$ cat config.mk
export PLATFORM = sky130hd
export DESIGN_NAME = svpwm_proj
export DESIGN_NICKNAME = d
export VERILOG_FILES = /design/src/design/svpwm_pkg.sv /design/src/design/svpwm_proj.sv
export SDC_FILE = /design/constraint.sdc
export NUM_CORES = 1
export LEC_CHECK = 0
export ABC_AREA = 1
export BUFFER_PORTS_ARGS = -buffer_cell sky130_fd_sc_hd__buf_4
export CAP_MARGIN = 20
export CORE_ASPECT_RATIO = 1.25
export CORE_MARGIN = 3
export CORE_UTILIZATION = 40
export DETAILED_ROUTE_END_ITERATION = 6
export MAX_ROUTING_LAYER = met4
export PLACE_DENSITY = 0.54
export SYNTH_ARGS = -nofsm -noshare
export SYNTH_HDL_FRONTEND = slang
export SYNTH_SLANG_ARGS = --single-unit
$ cat constraint.sdc
create_clock -name clk -period 7.15 [get_ports clk]
set_input_delay 0.3575 -clock clk [delete_from_list [all_inputs] [get_ports clk]]
set_output_delay 0.3575 -clock clk [all_outputs]
set_load 0.01 [all_outputs]
$ cat src/design/svpwm_pkg.sv
// shared constants, codes and types for the space vector pwm modulator
package svpwm_pkg;

	// sample and period widths
	localparam int SAMPLE_WIDTH_DEF = 16;
	localparam int PERIOD_WIDTH     = 16;
	localparam logic [PERIOD_WIDTH-1:0] PERIOD_RESET = 16'd8192;

	// q1.15 projection constants
	localparam int FRAC_BITS      = 15;
	localparam int Q15_SQRT3_HALF = 28378;
	localparam int Q15_HALF_SHIFT = 14;

	// pipeline depths
	localparam int PROJ_STAGES = 3;
	localparam int MULT_STAGES = 1;
	localparam int DIV_STEPS   = PERIOD_WIDTH;
	localparam int DUTY_STAGES = 2;
	localparam int LATENCY     = PROJ_STAGES + MULT_STAGES + DIV_STEPS + DUTY_STAGES;

	// sector numbers
	typedef logic [2:0] sector_t;
	localparam sector_t SEC_ZERO = 3'd0;
	localparam sector_t SEC_1    = 3'd1;
	localparam sector_t SEC_2    = 3'd2;
	localparam sector_t SEC_3    = 3'd3;
	localparam sector_t SEC_4    = 3'd4;
	localparam sector_t SEC_5    = 3'd5;
	localparam sector_t SEC_6    = 3'd6;

	// projection sign patterns, {p1>0, p2>0, p3>0}
	localparam logic [2:0] CODE_S1 = 3'd5;
	localparam logic [2:0] CODE_S2 = 3'd4;
	localparam logic [2:0] CODE_S3 = 3'd6;
	localparam logic [2:0] CODE_S4 = 3'd2;
	localparam logic [2:0] CODE_S5 = 3'd3;
	localparam logic [2:0] CODE_S6 = 3'd1;

	// control group travelling with each sample
	typedef struct packed {
		logic    valid;
		sector_t sector;
		logic    ovm;
	} ctl_t;

endpackage

$ cat src/design/svpwm_proj.sv
// projections, rounding and sector selection, three register stages
module svpwm_proj #(
	parameter int W = svpwm_pkg::SAMPLE_WIDTH_DEF
) (
	input  logic                                 clk,
	input  logic                                 arst_n,
	input  logic                                 in_valid,
	input  logic signed [W-1:0]                  alpha,
	input  logic signed [W-1:0]                  beta,
	input  logic [svpwm_pkg::PERIOD_WIDTH-1:0]   period,
	output svpwm_pkg::ctl_t                      ctl_out,
	output logic [W-1:0]                         t1_out,
	output logic [W-1:0]                         t2_out,
	output logic [svpwm_pkg::PERIOD_WIDTH-1:0]   period_out
);
	import svpwm_pkg::*;

	localparam int PW = W + 16;
	localparam int UW = W + 2;
	localparam logic [PW:0] ROUND_HALF = (PW+1)'(1) << (FRAC_BITS - 1);
	localparam logic signed [PW-1:0] K_EXT = PW'(Q15_SQRT3_HALF);

	// stage 1: input capture
	logic                    valid_s1;
	logic signed [W-1:0]     alpha_s1, beta_s1;
	logic [PERIOD_WIDTH-1:0] period_s1;

	always_ff @(posedge clk or negedge arst_n) begin
		if (!arst_n) begin
			valid_s1 <= 1'b0;
		end else begin
			valid_s1 <= in_valid;
		end
	end

	always_ff @(posedge clk) begin
		alpha_s1  <= alpha;
		beta_s1   <= beta;
		period_s1 <= period;
	end

	// stage 2: scaled projections
	logic signed [PW-1:0] a_ext, b_ext, ka, hb;
	logic signed [PW-1:0] proj_s2 [3];
	logic                 valid_s2;
	logic [PERIOD_WIDTH-1:0] period_s2;

	always_comb begin
		a_ext = {{(PW-W){alpha_s1[W-1]}}, alpha_s1};
		b_ext = {{(PW-W){beta_s1[W-1]}}, beta_s1};
		ka    = a_ext * K_EXT;
		hb    = b_ext <<< Q15_HALF_SHIFT;
	end

	always_ff @(posedge clk or negedge arst_n) begin
		if (!arst_n) begin
			valid_s2 <= 1'b0;
		end else begin
			valid_s2 <= valid_s1;
		end
	end

	always_ff @(posedge clk) begin
		proj_s2[0] <= b_ext <<< FRAC_BITS;
		proj_s2[1] <= -ka - hb;
		proj_s2[2] <= ka - hb;
		period_s2  <= period_s1;
	end

	// stage 3: round to counts, pick the sector pair
	logic [PW:0]          mag [3];
	logic [PW:0]          rnd [3];
	logic signed [UW-1:0] u   [3];
	logic [2:0]           code;
	logic signed [UW-1:0] x, y;
	sector_t              sec;

	always_comb begin
		for (int i = 0; i < 3; i++) begin
			mag[i]  = proj_s2[i][PW-1] ? -{proj_s2[i][PW-1], proj_s2[i]}
			                           : {1'b0, proj_s2[i]};
			rnd[i]  = (mag[i] + ROUND_HALF) >> FRAC_BITS;
			u[i]    = proj_s2[i][PW-1] ? -UW'(rnd[i]) : UW'(rnd[i]);
			code[2-i] = !proj_s2[i][PW-1] && (|proj_s2[i]);
		end
		case (code)
			CODE_S1: begin x = u[2];  y = u[0];  sec = SEC_1; end
			CODE_S2: begin x = -u[2]; y = -u[1]; sec = SEC_2; end
			CODE_S3: begin x = u[0];  y = u[1];  sec = SEC_3; end
			CODE_S4: begin x = -u[0]; y = -u[2]; sec = SEC_4; end
			CODE_S5: begin x = u[1];  y = u[2];  sec = SEC_5; end
			CODE_S6: begin x = -u[1]; y = -u[0]; sec = SEC_6; end
			default: begin x = '0;    y = '0;    sec = SEC_ZERO; end
		endcase
	end

	always_ff @(posedge clk or negedge arst_n) begin
		if (!arst_n) begin
			ctl_out <= '0;
		end else begin
			ctl_out.valid  <= valid_s2;
			ctl_out.sector <= sec;
			ctl_out.ovm    <= 1'b0;
		end
	end

	// negative active times clip to zero
	always_ff @(posedge clk) begin
		t1_out     <= x[UW-1] ? '0 : x[W-1:0];
		t2_out     <= y[UW-1] ? '0 : y[W-1:0];
		period_out <= period_s2;
	end

endmodule

# Word level (Yosys, flattened, before mapping)
# Memory sizes are Yosys's and may differ from the RTL's.
# Index checks and enable logic that the tools add are counted.
dict set report word_totals {
  ff_bits 118
  latchBits 0
  ramBits 96
  romBits 0
  inputBits 51
  word_cells 52
  n_memories 1
}
# name words word_bits rd rd_clocked_by_memory_dff write_ports line
set mem_list {}
lappend mem_list {proj_s2 3 32 3 0 3 svpwm_proj.sv:44} ;# logic signed [PW-1:0] proj_s2 [3];
dict set report op_classes {
  addsub 15
  mul 1
  n_div 0
  n_lt_le_gt_ge 0
  n_eq_ne 6
  shift 0
  n_mux 9
  bitwise_logic 0
  reduce_logical 9
}
# cell count
set op_table {}
lappend op_table {{$pmux 18 s6} 2}
lappend op_table {{$neg 18->18} 6}
lappend op_table {{$add 33x15->33 const B} 3}
lappend op_table {{$mux 33} 3}
lappend op_table {{$neg 33->33} 3}
lappend op_table {{$reduce_or 32->1} 3}
lappend op_table {{$sub 32x30->32} 2}
lappend op_table {{$mux 18} 3}
lappend op_table {{$neg 32->32} 1}
lappend op_table {{$mul 16x15->31 const B} 1}
lappend op_table {{$pmux 3 s6} 1}
lappend op_table {{$eq 3x3->1 const B} 3}
lappend op_table {{$eq 3x2->1 const B} 2}
lappend op_table {{$eq 3x1->1 const B} 1}
lappend op_table {{$logic_and 1x1->1} 3}
lappend op_table {{$logic_not 1->1} 3}

# Longest topological paths before layout
# An unclocked memory read counts as a cell.
dict set report logic_depth {
  ltp_word 8
  ltp_mapped 38
}

# Worst setup path before layout
# No wires, ideal clock.
dict set report synth_path {
  kind {register to register}
  startpoint {reg alpha_s1[5]}
  endpoint {mem proj_s2[0][63] in the netlist's numbering}
  setup_ns 0.122
  t_arrival_ns 7.078
  required_time_ns 7.028
  path_slack_ns -0.051
  stages_incl_launch_ff 33
  period_less_slack_ns 7.201
  path_cell_list {dfxtp_1 ha_1 inv_1 fa_1 fa_1 fa_1 inv_1 fa_1 inv_1 fa_1 inv_1 ha_1 nand2_1 o21ai_0 a21boi_1 o21ai_0 a21boi_1 o21ai_0 a21boi_1 o21ai_0 a21boi_1 o21ai_0 xor2_1 inv_1 ha_1 inv_1 ha_1 a21oi_1 nor2_1 a211oi_1 o21ai_0 xnor2_1 xnor2_1}
}
# element line
set synth_lines {}
lappend synth_lines {{start, declared} svpwm_proj.sv:25} ;# logic signed [W-1:0] alpha_s1, beta_s1;
lappend synth_lines {{start signal, assigned} svpwm_proj.sv:37} ;# alpha_s1 <= alpha;
lappend synth_lines {{end, declared} svpwm_proj.sv:44}

==> reports/summary.txt <==
Register Area -> 0.00395 mm^2
Critical-path top delay cell -> fa_1
Synth Instances -> 2564
CTS tree -> built
total core area -> 0.0462 mm^2
period utilization -> 97.2%
CP Max Fanout -> 4
Total Die Area -> 0.0495 mm^2
Fin Hold WS -> 0.221 ns
clk_lat worst skew -> 0.47 ns
number of synthesized flops with an enable pin -> 0
Clock Sinks -> 195
largest net degree at the start of global routing -> 50
CP Class -> flop to flop
DRC Markers -> 0
# port buffers -> 102
Synthesized Nets -> 2913
Syn Std Cell Area -> 0.0187 mm^2
FFs w/ async S/R, synth -> 3.08%
htree depth -> 4
HP Class -> primary input to asynchronous set/reset pin
family with the most delay on the worst path -> adder cells
most frequent CP cell -> buf_4
diode count -> 0
Cell Rows -> 88
post-layout net count -> 3229
Req. time, crit path -> 7.51 ns
arrival time at the worst endpoint -> 7.30 ns
Stages on worst setup path -> 34
MaxCap Viol Count -> 0
status -> complete, no violations
global-route wire length before repair -> 85600 um
post-synthesis cell type count -> 63
dpl cells -> 3372
syn avg cell area -> 7.30 um^2
final setup vio count -> 0
Tmin final -> 6.95 ns
Post-DP HPWL -> 44900 um
Synth Register Bits -> 195
critical path capture point type -> flop
drt initial violations -> 716
final slew viol count -> 0
FF-to-FF Start -> alpha_s1[10]$_DFF_P_
Die Wd -> 200 um
Synth Warn # -> 0
crit-path max cell delay -> 0.54 ns
Area Growth Syn to Fin -> 22.7%
Reg clk slew, reported paths -> 0.09 ns
final core occ -> 49.7%
Total Routing Usage GR -> 22.6%
post-route ant nets -> 0
initial antenna violation count -> 0
R2R Setup Slk -> 0.20 ns
worst r2r path cells -> 34
area occupied by multi-input gates -> 0.0132 mm^2
Seq/Total Area, Yosys -> 21.0%
Max-Slew Margin vs Limit -> 39.0%
Die Y -> 248 um
total gr overflow -> 0
Initial Utilization -> 40.5%
Final Hold Viols -> 0
Root Driver -> clkbuf_16
via/cell ratio -> 4.88
via count of the first global-routing pass -> 17.3k
Max Freq -> 144 MHz
Slew @ Worst Pin -> 0.914 ns
Routed WL per cell -> 15.5 um
worst reg2reg endpoint -> proj_s2[0][86]$_DFF_P_
RSZ-0062 raised after global routing -> yes
Routed WL -> 53800 um
final setup skew -> 0.0180 ns
share of layout cells above drive strength 1 -> 19.2%
detailed-route via count -> 17.0k
first drt pass iteration count -> 6
ys flop type -> dfxtp_1
type of origin of the critical path -> flop
Post-Layout Cell Count -> 3478
Fill cells -> 4573
Routability Congestion -> 0.935
Buf+Inv Stages, Crit Path -> 17
Num CTS Buffers -> 17
CTS Buffer Depth -> 2
I/O pin count -> 104
-- registers in the layout (all words and copies together) (netlist names) --
signal / cells
period_s2: 16
proj_s2: 77
alpha_s1: 16
period_s1: 16
period_out: 16
valid_s2: 1
t1_out: 16
beta_s1: 16
ctl_out: 4
t2_out: 16
valid_s1: 1
-- cells in the mapped netlist, types with 16 or more instances --
cell type,count,area (um^2)
nor3_1,29,145
ha_1,178,2230
nand2_1,538,2020
nand3b_1,30,225
nor2_1,220,826
nor2_2,36,225
nand4_1,30,188
clkbuf_1,18,67.6
o22ai_1,32,200
inv_2,17,63.8
a21oi_1,84,420
o21ai_0,72,360
nand3_1,154,771
nand2_4,16,180
inv_1,479,1800
xor2_1,95,832
dfxtp_1,189,3780
nor2_4,24,270
xnor2_1,27,236
nand2_2,45,282
fa_1,120,2400
-- worst reg2reg max path, delay by kind of cell, from the launching register on --
family	cells	cell delay, ns
simple gates	1	0.08
flops	1	0.32
fa+ha+maj	9	3.62
compound gates	5	0.70
xor+xnor	2	0.29
buf+inv	17	1.84
-- worst max path at each step --
stage | endpoint | from
finish | proj_s2[0][86]$_DFF_P_ | alpha_s1[10]$_DFF_P_
global route | proj_s2[0][94]$_DFF_P_ | alpha_s1[7]$_DFF_P_
CTS | proj_s2[0][63]$_DFF_P_ | alpha_s1[9]$_DFF_P_
detailed placement | proj_s2[0][63]$_DFF_P_ | alpha_s1[9]$_DFF_P_
global placement | proj_s2[0][63]$_DFF_P_ | alpha_s1[9]$_DFF_P_
floorplan | proj_s2[0][63]$_DFF_P_ | alpha_s1[5]$_DFF_P_
-- metrics by stage --
stage | setup slack, ns | area [um^2] | TNS [ns]
after floorplan | 0.0273 | 18700 | 0
after global placement | -0.225 | 21200 | -0.838
after detailed placement | -0.338 | 21200 | -1.63
after CTS | 0.000867 | 22600 | 0
after global routing | -0.135 | 23000 | -0.422
final | 0.202 | 23000 | 0
-- cell type report --
type / count / area share (%)
Multi-Input combinational cell: 1836 / 57.3
Tap cell: 585 / 3.19
Clock buffer: 17 / 1.85
Sequential cell: 195 / 17.2
Inverter: 500 / 8.18
Clock inverter: 15 / 0.969
Timing Repair Buffer: 330 / 11.4
-- logic make-up (layout without fill, tap and decap cells) --
| logic type | count (synthesis) | in the layout | share of synthesized area, % |
|---|---|---|---|
| and+or+nand+nor | 1152 | 1152 | 29.1 |
| buffers and inverters | 533 | 862 | 10.9 |
| adders and majority gates | 298 | 298 | 24.7 |
| AOI/OAI and AO/OA | 260 | 260 | 8.14 |
| DFF | 195 | 195 | 21.0 |
| xor gates and xnor gates | 125 | 125 | 6.09 |
| other | 1 | 1 | 0.0200 |
-- per-layer routing --
layer	up-vias	track usage, %	part of all wire [%]
met2	372	43.4	54
met3	138	2.29	3.2
li1	8675	-	-
met1	7786	23.0	37
met5	-	-	0
met4	0	10.3	5.0
-- cell usage in the layout (no fill, tap or decap), drive strengths merged, types with 4 or more instances in the layout --
master         n
xnor2         27
a21oi         84
a21boi         9
o211ai        10
buf          280
inv          505
or2            6
o21ai         80
dfxtp        189
nand2        600
nor2         281
xor2          98
clkbuf        17
fa           120
ha           178
nand3        161
nand4         33
dfrtp          6
a21o           4
nand3b        32
o21bai        13
dlygate4sd3   50
clkinv        10
a211oi         4
nor3          29
o22ai         32
-- timing repair --
item	CTS	global route
setup endpoints to repair	11	18
pin swaps	14	51
hold buffers	50	0
hold endpoints to repair	55	0
setup buffers	17	7
resized for setup	26	78
Power is left out: the tool's default activity adds up to more than one toggle a clock period on the data nets, which glitch-free logic cannot reach.
