**src/design/svpwm_pkg.sv**
```systemverilog
// shared constants, codes and types for the space vector pwm modulator
package svpwm_pkg;

	// sample and period widths
	localparam int SAMPLE_WIDTH_DEF = 16;
	localparam int PERIOD_WIDTH     = 16;
	localparam logic [PERIOD_WIDTH-1:0] PERIOD_RESET = 16'd8192;

	// q1.15 projection constants
	localparam int FRAC_BITS      = 15;
	localparam int Q15_SQRT3_HALF = 28378;
	localparam int Q15_HALF_SHIFT = 14;

	// pipeline depths
	localparam int PROJ_STAGES = 3;
	localparam int MULT_STAGES = 1;
	localparam int DIV_STEPS   = PERIOD_WIDTH;
	localparam int DUTY_STAGES = 2;
	localparam int LATENCY     = PROJ_STAGES + MULT_STAGES + DIV_STEPS + DUTY_STAGES;

	// sector numbers
	typedef logic [2:0] sector_t;
	localparam sector_t SEC_ZERO = 3'd0;
	localparam sector_t SEC_1    = 3'd1;
	localparam sector_t SEC_2    = 3'd2;
	localparam sector_t SEC_3    = 3'd3;
	localparam sector_t SEC_4    = 3'd4;
	localparam sector_t SEC_5    = 3'd5;
	localparam sector_t SEC_6    = 3'd6;

	// projection sign patterns, {p1>0, p2>0, p3>0}
	localparam logic [2:0] CODE_S1 = 3'd5;
	localparam logic [2:0] CODE_S2 = 3'd4;
	localparam logic [2:0] CODE_S3 = 3'd6;
	localparam logic [2:0] CODE_S4 = 3'd2;
	localparam logic [2:0] CODE_S5 = 3'd3;
	localparam logic [2:0] CODE_S6 = 3'd1;

	// control group travelling with each sample
	typedef struct packed {
		logic    valid;
		sector_t sector;
		logic    ovm;
	} ctl_t;

endpackage

```
**src/design/svpwm_div.sv**
```systemverilog
// overmodulation test and pipelined restoring division of t*period by t1+t2
module svpwm_div #(
	parameter int W = svpwm_pkg::SAMPLE_WIDTH_DEF
) (
	input  logic                                 clk,
	input  logic                                 arst_n,
	input  svpwm_pkg::ctl_t                      ctl_in,
	input  logic [W-1:0]                         t1,
	input  logic [W-1:0]                         t2,
	input  logic [svpwm_pkg::PERIOD_WIDTH-1:0]   period,
	output svpwm_pkg::ctl_t                      ctl_out,
	output logic [svpwm_pkg::PERIOD_WIDTH-1:0]   t1_out,
	output logic [svpwm_pkg::PERIOD_WIDTH-1:0]   t2_out,
	output logic [svpwm_pkg::PERIOD_WIDTH-1:0]   period_out
);
	import svpwm_pkg::*;

	localparam int SW = W + 1;
	localparam int NW = W + PERIOD_WIDTH;
	localparam int CW = (SW > PERIOD_WIDTH) ? SW : PERIOD_WIDTH;
	localparam int QW = PERIOD_WIDTH;

	// per step registers, index is the step
	ctl_t                    ctl_s  [DIV_STEPS+1];
	logic [SW-1:0]           den_s  [DIV_STEPS+1];
	logic [PERIOD_WIDTH-1:0] per_s  [DIV_STEPS+1];
	logic [SW-1:0]           rem_s  [DIV_STEPS+1][2];
	logic [QW-1:0]           lo_s   [DIV_STEPS+1][2];
	logic [QW-1:0]           quo_s  [DIV_STEPS+1][2];
	logic [QW-1:0]           byp_s  [DIV_STEPS+1][2];

	// multiply stage: sum, overmodulation flag and numerators
	logic [SW-1:0] sum;
	logic          ovm;
	logic [NW-1:0] num [2];

	always_comb begin
		sum    = {1'b0, t1} + {1'b0, t2};
		ovm    = CW'(sum) > CW'(period);
		num[0] = NW'(t1) * NW'(period);
		num[1] = NW'(t2) * NW'(period);
	end

	always_ff @(posedge clk or negedge arst_n) begin
		if (!arst_n) begin
			ctl_s[0] <= '0;
		end else begin
			ctl_s[0].valid  <= ctl_in.valid;
			ctl_s[0].sector <= ctl_in.sector;
			ctl_s[0].ovm    <= ovm;
		end
	end

	always_ff @(posedge clk) begin
		den_s[0] <= sum;
		per_s[0] <= period;
		for (int l = 0; l < 2; l++) begin
			rem_s[0][l] <= {1'b0, num[l][NW-1:QW]};
			lo_s[0][l]  <= num[l][QW-1:0];
			quo_s[0][l] <= '0;
		end
		byp_s[0][0] <= QW'(t1);
		byp_s[0][1] <= QW'(t2);
	end

	// one quotient bit per step and lane
	for (genvar k = 0; k < DIV_STEPS; k++) begin : g_step
		logic [SW:0] trial [2];
		logic [SW:0] diff  [2];
		logic        fit   [2];

		always_comb begin
			for (int l = 0; l < 2; l++) begin
				trial[l] = {rem_s[k][l], lo_s[k][l][QW-1]};
				diff[l]  = trial[l] - {1'b0, den_s[k]};
				fit[l]   = trial[l] >= {1'b0, den_s[k]};
			end
		end

		always_ff @(posedge clk or negedge arst_n) begin
			if (!arst_n) begin
				ctl_s[k+1] <= '0;
			end else begin
				ctl_s[k+1] <= ctl_s[k];
			end
		end

		always_ff @(posedge clk) begin
			den_s[k+1] <= den_s[k];
			per_s[k+1] <= per_s[k];
			for (int l = 0; l < 2; l++) begin
				rem_s[k+1][l] <= fit[l] ? diff[l][SW-1:0] : trial[l][SW-1:0];
				lo_s[k+1][l]  <= {lo_s[k][l][QW-2:0], 1'b0};
				quo_s[k+1][l] <= {quo_s[k][l][QW-2:0], fit[l]};
				byp_s[k+1][l] <= byp_s[k][l];
			end
		end
	end

	// scaled times only when overmodulated
	assign ctl_out    = ctl_s[DIV_STEPS];
	assign period_out = per_s[DIV_STEPS];
	assign t1_out = ctl_s[DIV_STEPS].ovm ? quo_s[DIV_STEPS][0] : byp_s[DIV_STEPS][0];
	assign t2_out = ctl_s[DIV_STEPS].ovm ? quo_s[DIV_STEPS][1] : byp_s[DIV_STEPS][1];

endmodule

```
**config.mk**
```make
export PLATFORM = sky130hd
export DESIGN_NAME = svpwm_div
export DESIGN_NICKNAME = d
export VERILOG_FILES = /design/src/design/svpwm_pkg.sv /design/src/design/svpwm_div.sv
export SDC_FILE = /design/constraint.sdc
export NUM_CORES = 2
export LEC_CHECK = 0
export ABC_AREA = 1
export BUFFER_PORTS_ARGS = -buffer_cell sky130_fd_sc_hd__buf_2
export CAP_MARGIN = 20
export CORE_MARGIN = 4
export CORE_UTILIZATION = 25
export DETAILED_ROUTE_END_ITERATION = 16
export GPL_TIMING_DRIVEN = 0
export PLACE_DENSITY = 0.44
export SLEW_MARGIN = 0
export SYNTH_ARGS = -nofsm -noshare
export SYNTH_HDL_FRONTEND = slang
export SYNTH_SLANG_ARGS = --single-unit
```
**constraint.sdc**
```tcl
create_clock -name clk -period 4.23 [get_ports clk]
set_input_delay 0.846 -clock clk [delete_from_list [all_inputs] [get_ports clk]]
set_output_delay 0.846 -clock clk [all_outputs]
set_load 0.1 [all_outputs]
```
# Word level (Yosys, flattened, before mapping)
# Memories as Yosys holds them, arrays and structs flattened.
# Cells that the tools add are included.
[word_totals] output_inout_bits=53 regBits=85 memories=6 ram_bits=2771
[classes] n_lt_le_gt_ge=33 add_sub_neg=33 n_mux=34 multipliers=2
[mem_list] name="rem_s" depth=17 word_bits=34 rd=16 rd_ports_with_merged_regs=0 write_ports=17 line="svpwm_div.sv:27" source="logic [SW-1:0] rem_s [DIV_STEPS+1][2];"
[mem_list] name="byp_s" depth=17 word_bits=32 rd=17 rd_ports_with_merged_regs=0 write_ports=17 line="svpwm_div.sv:30" source="logic [QW-1:0] byp_s [DIV_STEPS+1][2];"
[mem_list] name="lo_s" depth=17 word_bits=32 rd=16 rd_ports_with_merged_regs=0 write_ports=17 line="svpwm_div.sv:28" source="logic [QW-1:0] lo_s [DIV_STEPS+1][2];"
[mem_list] name="quo_s" depth=17 word_bits=32 rd=17 rd_ports_with_merged_regs=0 write_ports=17 line="svpwm_div.sv:29" source="logic [QW-1:0] quo_s [DIV_STEPS+1][2];"
[mem_list] name="den_s" depth=17 word_bits=17 rd=16 rd_ports_with_merged_regs=0 write_ports=17 line="svpwm_div.sv:25" source="logic [SW-1:0] den_s [DIV_STEPS+1];"
[mem_list] name="per_s" depth=17 word_bits=16 rd=17 rd_ports_with_merged_regs=0 write_ports=17 line="svpwm_div.sv:26" source="logic [PERIOD_WIDTH-1:0] per_s [DIV_STEPS+1];"
[op_table] operator="18-bit by 17-bit >= comparator with 1-bit output" count=32
[op_table] operator="17-bit two-way mux" count=32
[op_table] operator="17-bit subtractor" count=32
[op_table] operator="16-bit by 16-bit multiplier with 32-bit output" count=2
[op_table] operator="16-bit two-way mux" count=2
[op_table] operator="16-bit by 16-bit adder with 17-bit output" count=1
[op_table] operator="17-bit by 16-bit > comparator with 1-bit output" count=1

# Longest topological paths before layout
[logic_depth] depth_word=2 mapped_depth=29 ltp_nobuf=27

# Worst setup path after synthesis
# OpenSTA, ideal clock, no wires.
[synth_timing] kind="in2reg" from="in t1[0]" to="mem rem_s[0][30] (netlist name)" required_ns=4.118 setup_time_ns=0.112 arrival_time_ns=5.818 stages=23 n_path_buf=2 setup_slack_ns=-1.700 cell_sequence="clkbuf_1 > clkbuf_1 > nand2_1 > fa_1 > fa_1 > inv_1 > fa_1 > fa_1 > fa_1 > inv_1 > fa_1 > inv_1 > ha_1 > nand2_1 > inv_1 > a21oi_1 > nor2_1 > nor2_1 > nor2_1 > nor2_1 > nand2_1 > nand2_1 > nand2_1"
[synth_lines] element="start: declaration" line="svpwm_div.sv:8" source="input logic [W-1:0] t1,"
[synth_lines] element="end: declaration" line="svpwm_div.sv:27"

==> results.sh <==
export IMPL_start_util=0.251
export IMPL_syn2layout_area_growth_pct=22.3
export IMPL_die_w_um=648
export IMPL_synth_common_cells="nand2_1 (3,186), dfxtp_1 (2,174), inv_1 (1,694)"
export IMPL_io_pins=108
export IMPL_insertion_delay_ns=0.93
export IMPL_final_min_clock_period_ns=5.00
export IMPL_violations="setup timing"
export IMPL_num_rows=234
export IMPL_vias=75300
export IMPL_finalWeightedCongestion=0.893
export IMPL_wl_um=303000
export IMPL_r2r_cells=13
export IMPL_grtUsageTotal=0.142
export IMPL_syn_cell_area_mm2=0.102
export IMPL_critPathArrivalTime_ns=5.83
export IMPL_worst_slack_ns=-0.768
export IMPL_dp_hpwl_um=242000
export IMPL_yosys_warnings=0
export IMPL_end_kind="flop"
export IMPL_grt_pass1_vias=75000
export IMPL_critPathKind="input pin to flop"
export IMPL_synth_most_common_cell="nand2_1"
export IMPL_hold_violations=0
export IMPL_first_pass_iters=7
export IMPL_cp_start_kind="input pin"
export IMPL_ys_types=50
export IMPL_overflow=0
export IMPL_wire_per_inst_um=16.7
export IMPL_yosysTopAreaCell="dfxtp_1"
export IMPL_rr_endpoint="rem_s[10][24]$_DFF_P_"
export IMPL_tightest_slew_ns=0.847
export IMPL_antenna_left=0
export IMPL_regToRegSetupSlack_ns=1.63
export IMPL_synthArstFlopShare=0.0376
export IMPL_clock_fmax_ghz=0.200
export IMPL_drtIter0Drc=4451
export IMPL_yosysSeqAreaShare=0.446
export IMPL_clockBufferDepth=4
export IMPL_cts_root_buf="clkbuf_16"
export IMPL_fillerInstances=43000
export IMPL_grt_max_degree=67
export IMPL_io_buffers=106
export IMPL_rsz0062_at_grt="yes"
export IMPL_drive_gt1_frac=0.136
export IMPL_h_tree_depth=4
export IMPL_synth_edff_count=0
export IMPL_reg2reg_from="lo_s[9][31]$_DFF_P_"
export IMPL_cts_sinks=2259
export IMPL_core_area_mm2=0.407
export IMPL_synth_top_area_share=0.425
export IMPL_final_nets=13700
export IMPL_tns_ns=-27.11
export IMPL_cts_tree="built"
export IMPL_clk_pin_slew_ns=0.06
export IMPL_netlist_instances=11900
export IMPL_maxSlewViolCount=0
export IMPL_vias_per_cell=4.16
export IMPL_ys_seq_elements=2259
export IMPL_crit_path_end="rem_s[0][27]$_DFF_P_"
export IMPL_hp_class="input pin to flop"
export IMPL_fin_crit_sh=1.18
export IMPL_cts_inserted_buffers=233
export IMPL_maxSlewHeadroom=0.433
export IMPL_syn_avg_cell_area_um2=8.58
export IMPL_drc=0
export IMPL_die_height_um=648
export IMPL_cp_max_fo=8
export IMPL_yosys_top_cells_area="dfxtp_1 (43%), nand2_1 (12%), ha_1 (9.6%), fa_1 (8.2%), inv_1 (6.2%)"
export IMPL_clock_skew_ns=0.0825
export IMPL_grt_antenna_before_repair=9
export IMPL_syn_num_nets=13200
export IMPL_cap_violations=0
export IMPL_ys_flop_type="dfxtp_1"
export IMPL_dieArea_mm2=0.420
export IMPL_critPathLaunch="period[6]"
export IMPL_status="complete, but fails checks"
export IMPL_setup_violations=44
export IMPL_grt_pass1_wl_um=457000
export IMPL_crit_required_ns=5.06
-- kinds of logic after synthesis --
kind of cell,count (synthesis),share of synthesized area
and+or+nand+nor,5184,0.215
AOI/OAI and AO/OA,1006,0.0563
DFF,2259,0.446
muxes,32,0.00352
adders and majority gates,1203,0.178
buffers and inverters,1947,0.0762
xor gates and xnor gates,293,0.0251
-- cell usage in the layout, fill, tap and decap left out, types with 84 or more instances in the layout --
cell type  instances
nand2_1         3037
dfxtp_1         2174
inv_1           1589
nand3_1          877
ha_1             731
nor2_1           565
a21oi_1          493
fa_1             382
clkbuf_16        299
o21ai_0          238
xor2_1           215
nand2_2          211
buf_4            165
buf_6            109
buf_2            108
inv_2            102
nand3b_1         102
nor3_1            94
nand2_4           86
dfrtp_1           84
-- sequential cells by signal (all words and copies together), names as in the netlist --
register / count
byp_s: 544
ctl_out: 5
ctl_s: 80
den_s: 272
lo_s: 272
per_s: 272
quo_s: 272
rem_s: 542
-- routing by layer --
layer,GRT usage,share of wire
met1,0.188,0.46
met2,0.242,0.47
met4,0.0432,0.032
met3,0.0162,0.037
met5,0,0
-- how the worst min path moves through the flow --
stage	start	endpoint	slack, ns	cells past startpoint
final	t2[11]	byp_s[0][11]$_DFF_P_	0.1	1
after detailed placement	byp_s[10][1]$_DFF_P_	byp_s[11][1]$_DFF_P_	0.31	0
after floorplan	byp_s[9][0]$_DFF_P_	byp_s[10][0]$_DFF_P_	0.31	0
after CTS	period[13]	per_s[0][13]$_DFF_P_	0.001	1
after global placement	byp_s[9][31]$_DFF_P_	byp_s[10][31]$_DFF_P_	0.31	0
after global routing	t2[11]	byp_s[0][11]$_DFF_P_	-0.00005	1
-- area by class of cell --
class                   instances  area [um2]  share of cell area
diodes                          8        20.0            0.000160
clock inverters               126        1960              0.0157
plain buffers                 202        2780              0.0222
inverters                    1700        6400              0.0512
flip-flops and latches       2259       45700               0.365
clock buffers                 305        6580              0.0526
multi-input cells            7718       51500               0.412
repair buffers                351        3360              0.0269
well taps                    5428        6790              0.0543
-- repair_timing --
action                                  in CTS  in global routing
endpoints found under the setup margin      78                 49
endpoints found under the hold margin       32                  1
resized for setup                          559                242
gates cloned                                 7                  0
pin swaps                                  231                243
setup buffers                              148                 76
hold buffers                                14                  1
-- worst max-delay path, cell delays in order --
cell	delay, ns
buf_16	0.13
clkbuf_16	0.17
buf_6	0.12
nand2_2	0.05
inv_2	0.03
fa_1	0.47
inv_1	0.05
fa_1	0.47
fa_1	0.53
inv_2	0.04
fa_2	0.49
fa_1	0.54
inv_2	0.05
fa_1	0.56
inv_2	0.06
ha_4	0.32
nand2_4	0.08
nor2_4	0.10
inv_2	0.06
nor3_2	0.16
nand2_1	0.09
nand2_2	0.12
nand2_2	0.09
nand2_1	0.06
nand2_1	0.06
nand2_2	0.06
-- per-stage QoR --
| stage | setup WS [ns] | std cells | hold slack, ns | util | cell area [um2] |
|---|---|---|---|---|---|
| floorplan | -1.23 | 11900 | 0.310 | - | 104000 |
| global placement | -2.55 | 17500 | 0.310 | 0.274 | 112000 |
| detailed placement | -2.58 | 17500 | 0.312 | 0.274 | 112000 |
| CTS | -0.685 | 18000 | 0.00145 | 0.305 | 124000 |
| global route | -0.899 | 18100 | -0.0000492 | 0.307 | 125000 |
| finish | -0.768 | 18100 | 0.0999 | 0.307 | 125000 |
Power is not shown: default switching activity piles up to over one toggle a cycle in this logic, so the estimate is an artifact.
