## src/design/svpwm_pkg.sv

```systemverilog
// shared constants, codes and types for the space vector pwm modulator
package svpwm_pkg;

	// sample and period widths
	localparam int SAMPLE_WIDTH_DEF = 16;
	localparam int PERIOD_WIDTH     = 16;
	localparam logic [PERIOD_WIDTH-1:0] PERIOD_RESET = 16'd8192;

	// q1.15 projection constants
	localparam int FRAC_BITS      = 15;
	localparam int Q15_SQRT3_HALF = 28378;
	localparam int Q15_HALF_SHIFT = 14;

	// pipeline depths
	localparam int PROJ_STAGES = 3;
	localparam int MULT_STAGES = 1;
	localparam int DIV_STEPS   = PERIOD_WIDTH;
	localparam int DUTY_STAGES = 2;
	localparam int LATENCY     = PROJ_STAGES + MULT_STAGES + DIV_STEPS + DUTY_STAGES;

	// sector numbers
	typedef logic [2:0] sector_t;
	localparam sector_t SEC_ZERO = 3'd0;
	localparam sector_t SEC_1    = 3'd1;
	localparam sector_t SEC_2    = 3'd2;
	localparam sector_t SEC_3    = 3'd3;
	localparam sector_t SEC_4    = 3'd4;
	localparam sector_t SEC_5    = 3'd5;
	localparam sector_t SEC_6    = 3'd6;

	// projection sign patterns, {p1>0, p2>0, p3>0}
	localparam logic [2:0] CODE_S1 = 3'd5;
	localparam logic [2:0] CODE_S2 = 3'd4;
	localparam logic [2:0] CODE_S3 = 3'd6;
	localparam logic [2:0] CODE_S4 = 3'd2;
	localparam logic [2:0] CODE_S5 = 3'd3;
	localparam logic [2:0] CODE_S6 = 3'd1;

	// control group travelling with each sample
	typedef struct packed {
		logic    valid;
		sector_t sector;
		logic    ovm;
	} ctl_t;

endpackage

```

## src/design/svpwm_duty.sv

```systemverilog
// zero time split and phase compare values, two register stages
module svpwm_duty (
	input  logic                                 clk,
	input  logic                                 arst_n,
	input  svpwm_pkg::ctl_t                      ctl_in,
	input  logic [svpwm_pkg::PERIOD_WIDTH-1:0]   t1,
	input  logic [svpwm_pkg::PERIOD_WIDTH-1:0]   t2,
	input  logic [svpwm_pkg::PERIOD_WIDTH-1:0]   period,
	output logic                                 strobe,
	output logic [svpwm_pkg::PERIOD_WIDTH-1:0]   duty_a,
	output logic [svpwm_pkg::PERIOD_WIDTH-1:0]   duty_b,
	output logic [svpwm_pkg::PERIOD_WIDTH-1:0]   duty_c,
	output svpwm_pkg::sector_t                   sector,
	output logic                                 ovm
);
	import svpwm_pkg::*;

	localparam int PV = PERIOD_WIDTH;

	// stage 1: used time and half of the zero time
	logic [PV:0]   used;
	logic [PV-1:0] half;
	ctl_t          ctl_s1;
	logic [PV:0]   used_s1;
	logic [PV-1:0] half_s1, t2_s1, per_s1;

	always_comb begin
		used = {1'b0, t1} + {1'b0, t2};
		if (ctl_in.sector == SEC_ZERO) begin
			half = period >> 1;
		end else if (used > {1'b0, period}) begin
			half = '0;
		end else begin
			half = PV'(({1'b0, period} - used) >> 1);
		end
	end

	always_ff @(posedge clk or negedge arst_n) begin
		if (!arst_n) begin
			ctl_s1 <= '0;
		end else begin
			ctl_s1 <= ctl_in;
		end
	end

	always_ff @(posedge clk) begin
		used_s1 <= used;
		half_s1 <= half;
		t2_s1   <= t2;
		per_s1  <= period;
	end

	// stage 2: clamp sums and route them to the phases
	logic [PV+1:0] full_w, one2_w;
	logic [PV-1:0] full_c, one2_c, half_c;
	logic [PV-1:0] da, db, dc;

	always_comb begin
		full_w = {1'b0, used_s1} + (PV+2)'(half_s1);
		one2_w = (PV+2)'(t2_s1) + (PV+2)'(half_s1);
		full_c = (full_w > (PV+2)'(per_s1)) ? per_s1 : full_w[PV-1:0];
		one2_c = (one2_w > (PV+2)'(per_s1)) ? per_s1 : one2_w[PV-1:0];
		half_c = (half_s1 > per_s1) ? per_s1 : half_s1;
		case (ctl_s1.sector)
			SEC_ZERO: begin da = half_c; db = half_c; dc = half_c; end
			SEC_1:    begin da = full_c; db = one2_c; dc = half_c; end
			SEC_2:    begin da = one2_c; db = full_c; dc = half_c; end
			SEC_3:    begin da = half_c; db = full_c; dc = one2_c; end
			SEC_4:    begin da = half_c; db = one2_c; dc = full_c; end
			SEC_5:    begin da = one2_c; db = half_c; dc = full_c; end
			default:  begin da = full_c; db = half_c; dc = one2_c; end
		endcase
	end

	always_ff @(posedge clk or negedge arst_n) begin
		if (!arst_n) begin
			strobe <= 1'b0;
			sector <= SEC_ZERO;
			ovm    <= 1'b0;
		end else begin
			strobe <= ctl_s1.valid;
			sector <= ctl_s1.sector;
			ovm    <= ctl_s1.ovm && (ctl_s1.sector != SEC_ZERO);
		end
	end

	always_ff @(posedge clk) begin
		duty_a <= da;
		duty_b <= db;
		duty_c <= dc;
	end

endmodule

```

## config.mk

```make
export PLATFORM = sky130hd
export DESIGN_NAME = svpwm_duty
export DESIGN_NICKNAME = d
export VERILOG_FILES = /design/src/design/svpwm_pkg.sv /design/src/design/svpwm_duty.sv
export SDC_FILE = /design/constraint.sdc
export NUM_CORES = 1
export LEC_CHECK = 0
export ABC_AREA = 1
export ABC_CLOCK_PERIOD_IN_PS = 3700
export BUFFER_PORTS_ARGS = -buffer_cell sky130_fd_sc_hd__buf_2
export CAP_MARGIN = 25
export CORE_MARGIN = 2
export CORE_UTILIZATION = 60
export CTS_BUF_LIST = sky130_fd_sc_hd__clkbuf_2 sky130_fd_sc_hd__clkbuf_4 sky130_fd_sc_hd__clkbuf_8
export DETAILED_ROUTE_END_ITERATION = 10
export PLACE_DENSITY = 0.79
export RECOVER_POWER = 50
export SYNTH_ARGS = -nofsm -noshare
export SYNTH_HDL_FRONTEND = slang
export SYNTH_SLANG_ARGS = --single-unit
```

## constraint.sdc

```tcl
create_clock -name clk -period 3.7 [get_ports clk]
set_input_delay 0.185 -clock clk [delete_from_list [all_inputs] [get_ports clk]]
set_output_delay 0.185 -clock clk [all_outputs]
set_load 0.05 [all_outputs]
```

Word level (Yosys, flattened, before mapping)
Cells that the tools add are included.
{"block": "op_classes", "n_eq_ne": 5, "muxes": 8, "magnitude_cmp": 4, "n_reduce_logical": 11, "n_addsub": 4}
{"operator": "one-hot mux 16 bit (2 select lines)", "count": 3}
{"operator": "2-to-1 mux 16 bit", "count": 3}
{"operator": "adder 16 x 16 -> 17 bit", "count": 2}
{"operator": "> comparator 17 x 16 -> 1 bit", "count": 2}
{"operator": "2-to-1 mux 15 bit", "count": 2}
{"operator": "adder 17 x 16 -> 18 bit", "count": 1}
{"operator": "> comparator 18 x 16 -> 1 bit", "count": 1}
{"operator": "subtractor 16 x 17 -> 17 bit", "count": 1}
{"operator": "> comparator 16 bit", "count": 1}
{"operator": "OR reduction 2 bit", "count": 5}
{"operator": "== test 3 x 2 -> 1 bit, second input constant", "count": 2}
{"operator": "== test 3 bit, second input constant", "count": 2}
{"operator": "zero test 3 bit", "count": 2}
{"operator": "OR reduction 3 bit", "count": 2}
{"operator": "== test 3 x 1 -> 1 bit, second input constant", "count": 1}
{"operator": "nonzero test 3 bit", "count": 1}
{"operator": "logical AND 1 bit", "count": 1}
{"block": "totals", "output_inout_bits": 53, "in_bits": 55, "elab_cells": 46, "ff_bits": 123}

Longest topological paths before layout
{"block": "depth", "depth_word": 4, "ltp_mapped": 24, "mapped_depth_nobuf": 24}

Worst setup path after synthesis
OpenSTA, ideal clock, no wires.
{"block": "synth_timing", "path_type": "register to register", "start": "reg half_s1[0]", "end": "reg duty_b[2] in the netlist's numbering", "path_buffers": 1, "setup_ps": 120, "setup_slack_ps": 567, "arrival_time_ps": 3013, "path_stages_with_launch": 22, "period_less_slack_ps": 3133, "path_cell_list": "dfxtp_1 -> ha_1 -> fa_1 -> nand2_1 -> nand3_1 -> nand3_1 -> nand3_2 -> a21oi_1 -> xor2_1 -> inv_1 -> ha_1 -> nand2_1 -> nor2_1 -> a211oi_1 -> nand2_1 -> nand2_1 -> nand2_1 -> nand2_1 -> buf_2 -> nand3b_1 -> nand3_1 -> nand3_1"}
{"block": "synth_via", "elab_chain_cells": 4}
{"element": "start: declaration", "line": "svpwm_duty.sv:25", "rtl": "logic [PV-1:0] half_s1, t2_s1, per_s1;"}
{"element": "start signal: assignment", "line": "svpwm_duty.sv:48", "rtl": "half_s1 <= half;"}
{"element": "adder 17 x 16 -> 18 bit or adder 16 x 16 -> 17 bit (tied branches)", "line": "svpwm_duty.sv:59, svpwm_duty.sv:60"}
{"element": "> comparator 18 x 16 -> 1 bit or > comparator 17 x 16 -> 1 bit (tied branches)", "line": "svpwm_duty.sv:61, svpwm_duty.sv:62"}
{"element": "2-to-1 mux 16 bit (on tied branches)", "line": "svpwm_duty.sv:61, svpwm_duty.sv:62"}
{"element": "one-hot mux 16 bit (2 select lines) *", "line": "svpwm_duty.sv:64", "rtl": "case (ctl_s1.sector)"}
{"element": "named net db[2]", "line": "svpwm_duty.sv:56", "rtl": "logic [PV-1:0] da, db, dc;"}
{"element": "end signal: assignment", "line": "svpwm_duty.sv:89", "rtl": "duty_b <= db;"}
{"element": "end: declaration", "line": "svpwm_duty.sv:11", "rtl": "output logic [svpwm_pkg::PERIOD_WIDTH-1:0] duty_b,"}
The timed path passes the listed nets; every way through them passes the cells marked *.
A chain may end at the register's enable or synchronous reset.

Final worst setup path
{"block": "layout_timing", "start": "reg half_s1[2]", "end": "reg duty_a[13] in the netlist's numbering"}
{"block": "layout_via", "elab_chain_cells": 4}
{"element": "adder 17 x 16 -> 18 bit or adder 16 x 16 -> 17 bit (tied branches)", "line": "svpwm_duty.sv:59, svpwm_duty.sv:60"}
{"element": "> comparator 18 x 16 -> 1 bit or > comparator 17 x 16 -> 1 bit (tied branches)", "line": "svpwm_duty.sv:61, svpwm_duty.sv:62"}
{"element": "2-to-1 mux 16 bit (on tied branches)", "line": "svpwm_duty.sv:61, svpwm_duty.sv:62"}
{"element": "one-hot mux 16 bit (2 select lines) *", "line": "svpwm_duty.sv:64"}
{"element": "named net da[13]", "line": "svpwm_duty.sv:56"}
{"element": "end signal: assignment", "line": "svpwm_duty.sv:88", "rtl": "duty_a <= da;"}
{"element": "end: declaration", "line": "svpwm_duty.sv:10", "rtl": "output logic [svpwm_pkg::PERIOD_WIDTH-1:0] duty_a,"}
Marked as above.

==> impl_metrics.py <==
metrics = {
    "status": {
        "status": "complete, no violations",
    },
    "cells_and_area": {
        "drive_gt1_share_pct": 13.33,
        "fin_nets": 1597,
        "final_area_um2": 10810,
        "areaGrowthSynthToFinish_pct": 20.04,
        "diodes": 0,
        "finalNonFillerCells": 1624,
        "final_util_pct": 74.12,
    },
    "global_route": {
        "grt_max_degree": 20,
        "grt-ovfl-total": 0,
        "grt_util_all_layers_pct": 34.00,
        "grt_pass1_wl_um": 43350,
        "antenna_found_initial": 0,
        "grt_pass1_vias": 8912,
    },
    "logic_synthesis": {
        "yosysTopAreaCell": "dfxtp_1",
        "netlist_top_cells_count": "270 x nand3_1, 239 x nand2_1, 159 x inv_1",
        "synth_seq_area_share_pct": 27.89,
        "ys_warn_count": 0,
        "synth_top_area_share_pct": 25.11,
        "syn_avg_cell_area_um2": 7.206,
        "synthCells": 1250,
        "ys_ff_latch": 123,
        "syn-num-nets": 1420,
        "synth.most_common_cell": "nand3_1",
        "synth_area_um2": 9007,
        "yosys-top-cells-area": "dfxtp_1 25%, ha_1 15%, nand3_1 15%",
        "synth_flop_cell": "dfxtp_1",
        "async_reset_ff_share_pct": 8.130,
        "synth.distinct_cells": 48,
        "synth_edf_count": 0,
    },
    "critical_path": {
        "critPathKind": "flop to flop",
        "crit_arrival_ps": 3850,
        "reg2reg_to": "duty_a[13]",
        "rr_worst_depth": 23,
        "worstSetupStartpointType": "flop",
        "cp.required_ps": 4030,
        "r2r_slack_ps": 190,
        "cp_max_fo": 11,
        "reg2reg_from": "half_s1[2]",
        "crit_path_end_kind": "flop",
    },
    "drt": {
        "routedWlPerCell_um": 17.09,
        "drt_iter0_markers": 983,
        "vias": 9486,
        "drcViolationCount": 0,
        "drtPass1Iterations": 8,
        "antenna_left": 0,
        "drt_wl_total_um": 27750,
        "vias_per_cell": 5.841,
    },
    "power": {
        "p_leak_nw": 5.530,
        "p_per_area_nw_per_um2": 783.6,
        "internal-power_mw": 4.005,
        "peakVddDrop_mv": 0.3858,
        "pwr-share-seq_pct": 22.0,
        "p_total_mw": 8.473,
        "netSwitchingFraction_pct": 52.73,
        "switchingPower_mw": 4.468,
        "comb_power_share_pct": 63.4,
        "pwr-share-clk_pct": 14.5,
    },
    "clock_network": {
        "cts_max_path_buffers": 2,
        "cts_root_buf": "clkbuf_8",
        "cts_made_buffers": 17,
        "clock_latency_ps": 470,
        "clock_sinks": 123,
        "htreeDepth": 4,
        "cts_tree": "done",
        "clk_pin_slew_ps": 80,
    },
    "min_path": {
        "hold_path_end": "used_s1[3]",
        "hold_depth": 3,
        "hp-class": "input port to flop",
        "min_from": "t1[3]",
    },
    "placement": {
        "placed_area_um2": 9848,
        "place_congestion": 0.9943,
        "post-place-cells": 1544,
        "io_buffers": 107,
        "dp_hpwl_um": 20740,
    },
    "flow_run": {
        "maxCapViolations": 0,
    },
    "timing": {
        "finalMaxSlewViolations": 0,
        "finalCritPeriodShare_pct": 94.92,
        "fmax_mhz": 284.7,
        "fin_skew_ps": 15.95,
        "fin_crit_ps": 3512,
        "finalHoldViolations": 0,
        "tightest_slew_ps": 614.0,
        "slew_headroom_pct": 59.24,
        "setup_viol": 0,
        "timing.hold.ws_ps": 138.9,
    },
    "die": {
        "core-area_um2": 14590,
        "die_x_um": 126.5,
        "rows": 44,
        "initial_utilization_pct": 61.74,
        "io_pins": 108,
        "dieArea_um2": 16010,
        "die_h_um": 126.5,
    },
}
-- logic make-up (layout without fill, tap and decap cells) --
logic type | after synthesis | in the layout | share of synthesized area, %
buf+inv | 186 | 375 | 8.279
xor+xnor | 49 | 49 | 4.765
compound gates | 155 | 155 | 10.50
fa+ha+maj | 115 | 115 | 16.31
flops | 123 | 123 | 27.89
simple gates | 622 | 623 | 32.25
-- power groups by stage --
stage / logic [mW] / clock network [mW] / registers (mW)
2_1_floorplan: 2.88 / 0 / 2.81
3_3_place_gp: 4.96 / 0 / 1.88
3_5_place_dp: 5.03 / 0 / 1.88
4_1_cts: 5.09 / 1.23 / 1.86
5_1_grt: 5.83 / 1.29 / 1.90
6_report: 5.38 / 1.23 / 1.87
-- registers in the layout, summed over array words and instances (netlist names), 3 cells and up --
name     count
half_s1     16
duty_b      16
sector       3
duty_c      16
per_s1      16
duty_a      16
used_s1     17
t2_s1       16
ctl_s1       5
-- worst max path at each step --
stage / start / to / slack [ps] / depth (start not counted)
after global placement: half_s1[0] / duty_c[7] / 120 / 23
after detailed placement: half_s1[2] / duty_b[7] / 30 / 23
after floorplan: half_s1[0] / duty_b[2] / 570 / 21
final: half_s1[2] / duty_a[13] / 190 / 23
after CTS: half_s1[2] / duty_b[7] / 30 / 22
after global routing: half_s1[2] / duty_b[10] / -60 / 24
-- through the flow --
| stage | setup slack, ps | TNS (ps) |
|---|---|---|
| floorplan | 566.8 | 0 |
| global placement | 115.1 | 0 |
| detailed placement | 29.53 | 0 |
| CTS | 32.69 | 0 |
| global route | -60.95 | -1229 |
| finish | 188.1 | 0 |
-- per-layer routing --
layer,part of all wire [%],track usage (%)
met2,47,58.54
met5,0,0
met1,41,43.05
met4,4.2,12.48
met3,7.3,5.356
-- layout make-up --
type                    instances  area [µm²]
clock inverters                13       141.4
well taps                     184       230.2
repair buffers                179        1109
fillers                      1210        3776
multi-input cells             942        5939
clock buffers                  19       261.5
inverters                     164       615.6
flip-flops and latches        123        2516
-- critical path, stage by stage, from the launching register on --
cell      delay, ps
dfxtp_2         360
ha_1            370
nand2_1         140
nand3_1         150
nand4_1         110
nand2_1         130
a21boi_1        200
xor2_1          210
inv_1            60
ha_1            290
nand2_1          70
nor2_1          190
nand3_1         100
nand3_1         100
nand2_1          50
nand2_1          50
nand2_1          40
nand2_1          70
nand2_2          90
nand2_4         200
buf_12          160
nand2_2          60
nand3_1          90
nand3_1          90
-- cell usage in the layout, fill, tap and decap left out, types with 19 or more instances in the layout --
cell,n
nand3_1,263
nand2_1,234
inv_1,159
dfxtp_1,110
ha_1,108
clkbuf_1,68
a21oi_1,65
nor2_1,52
dlygate4sd3_1,39
buf_2,39
xor2_1,31
buf_4,30
o21ai_0,23
clkbuf_8,19
-- repair_timing --
item | CTS | global route
setup buffers | 0 | 8
pin swaps | 0 | 7
gates resized for setup | 1 | 47
cloned | 0 | 1
setup endpoints to repair | 1 | 64
hold buffers | 39 | 0
hold endpoints to repair | 62 | 0
Power figures use the tool's default switching activity.
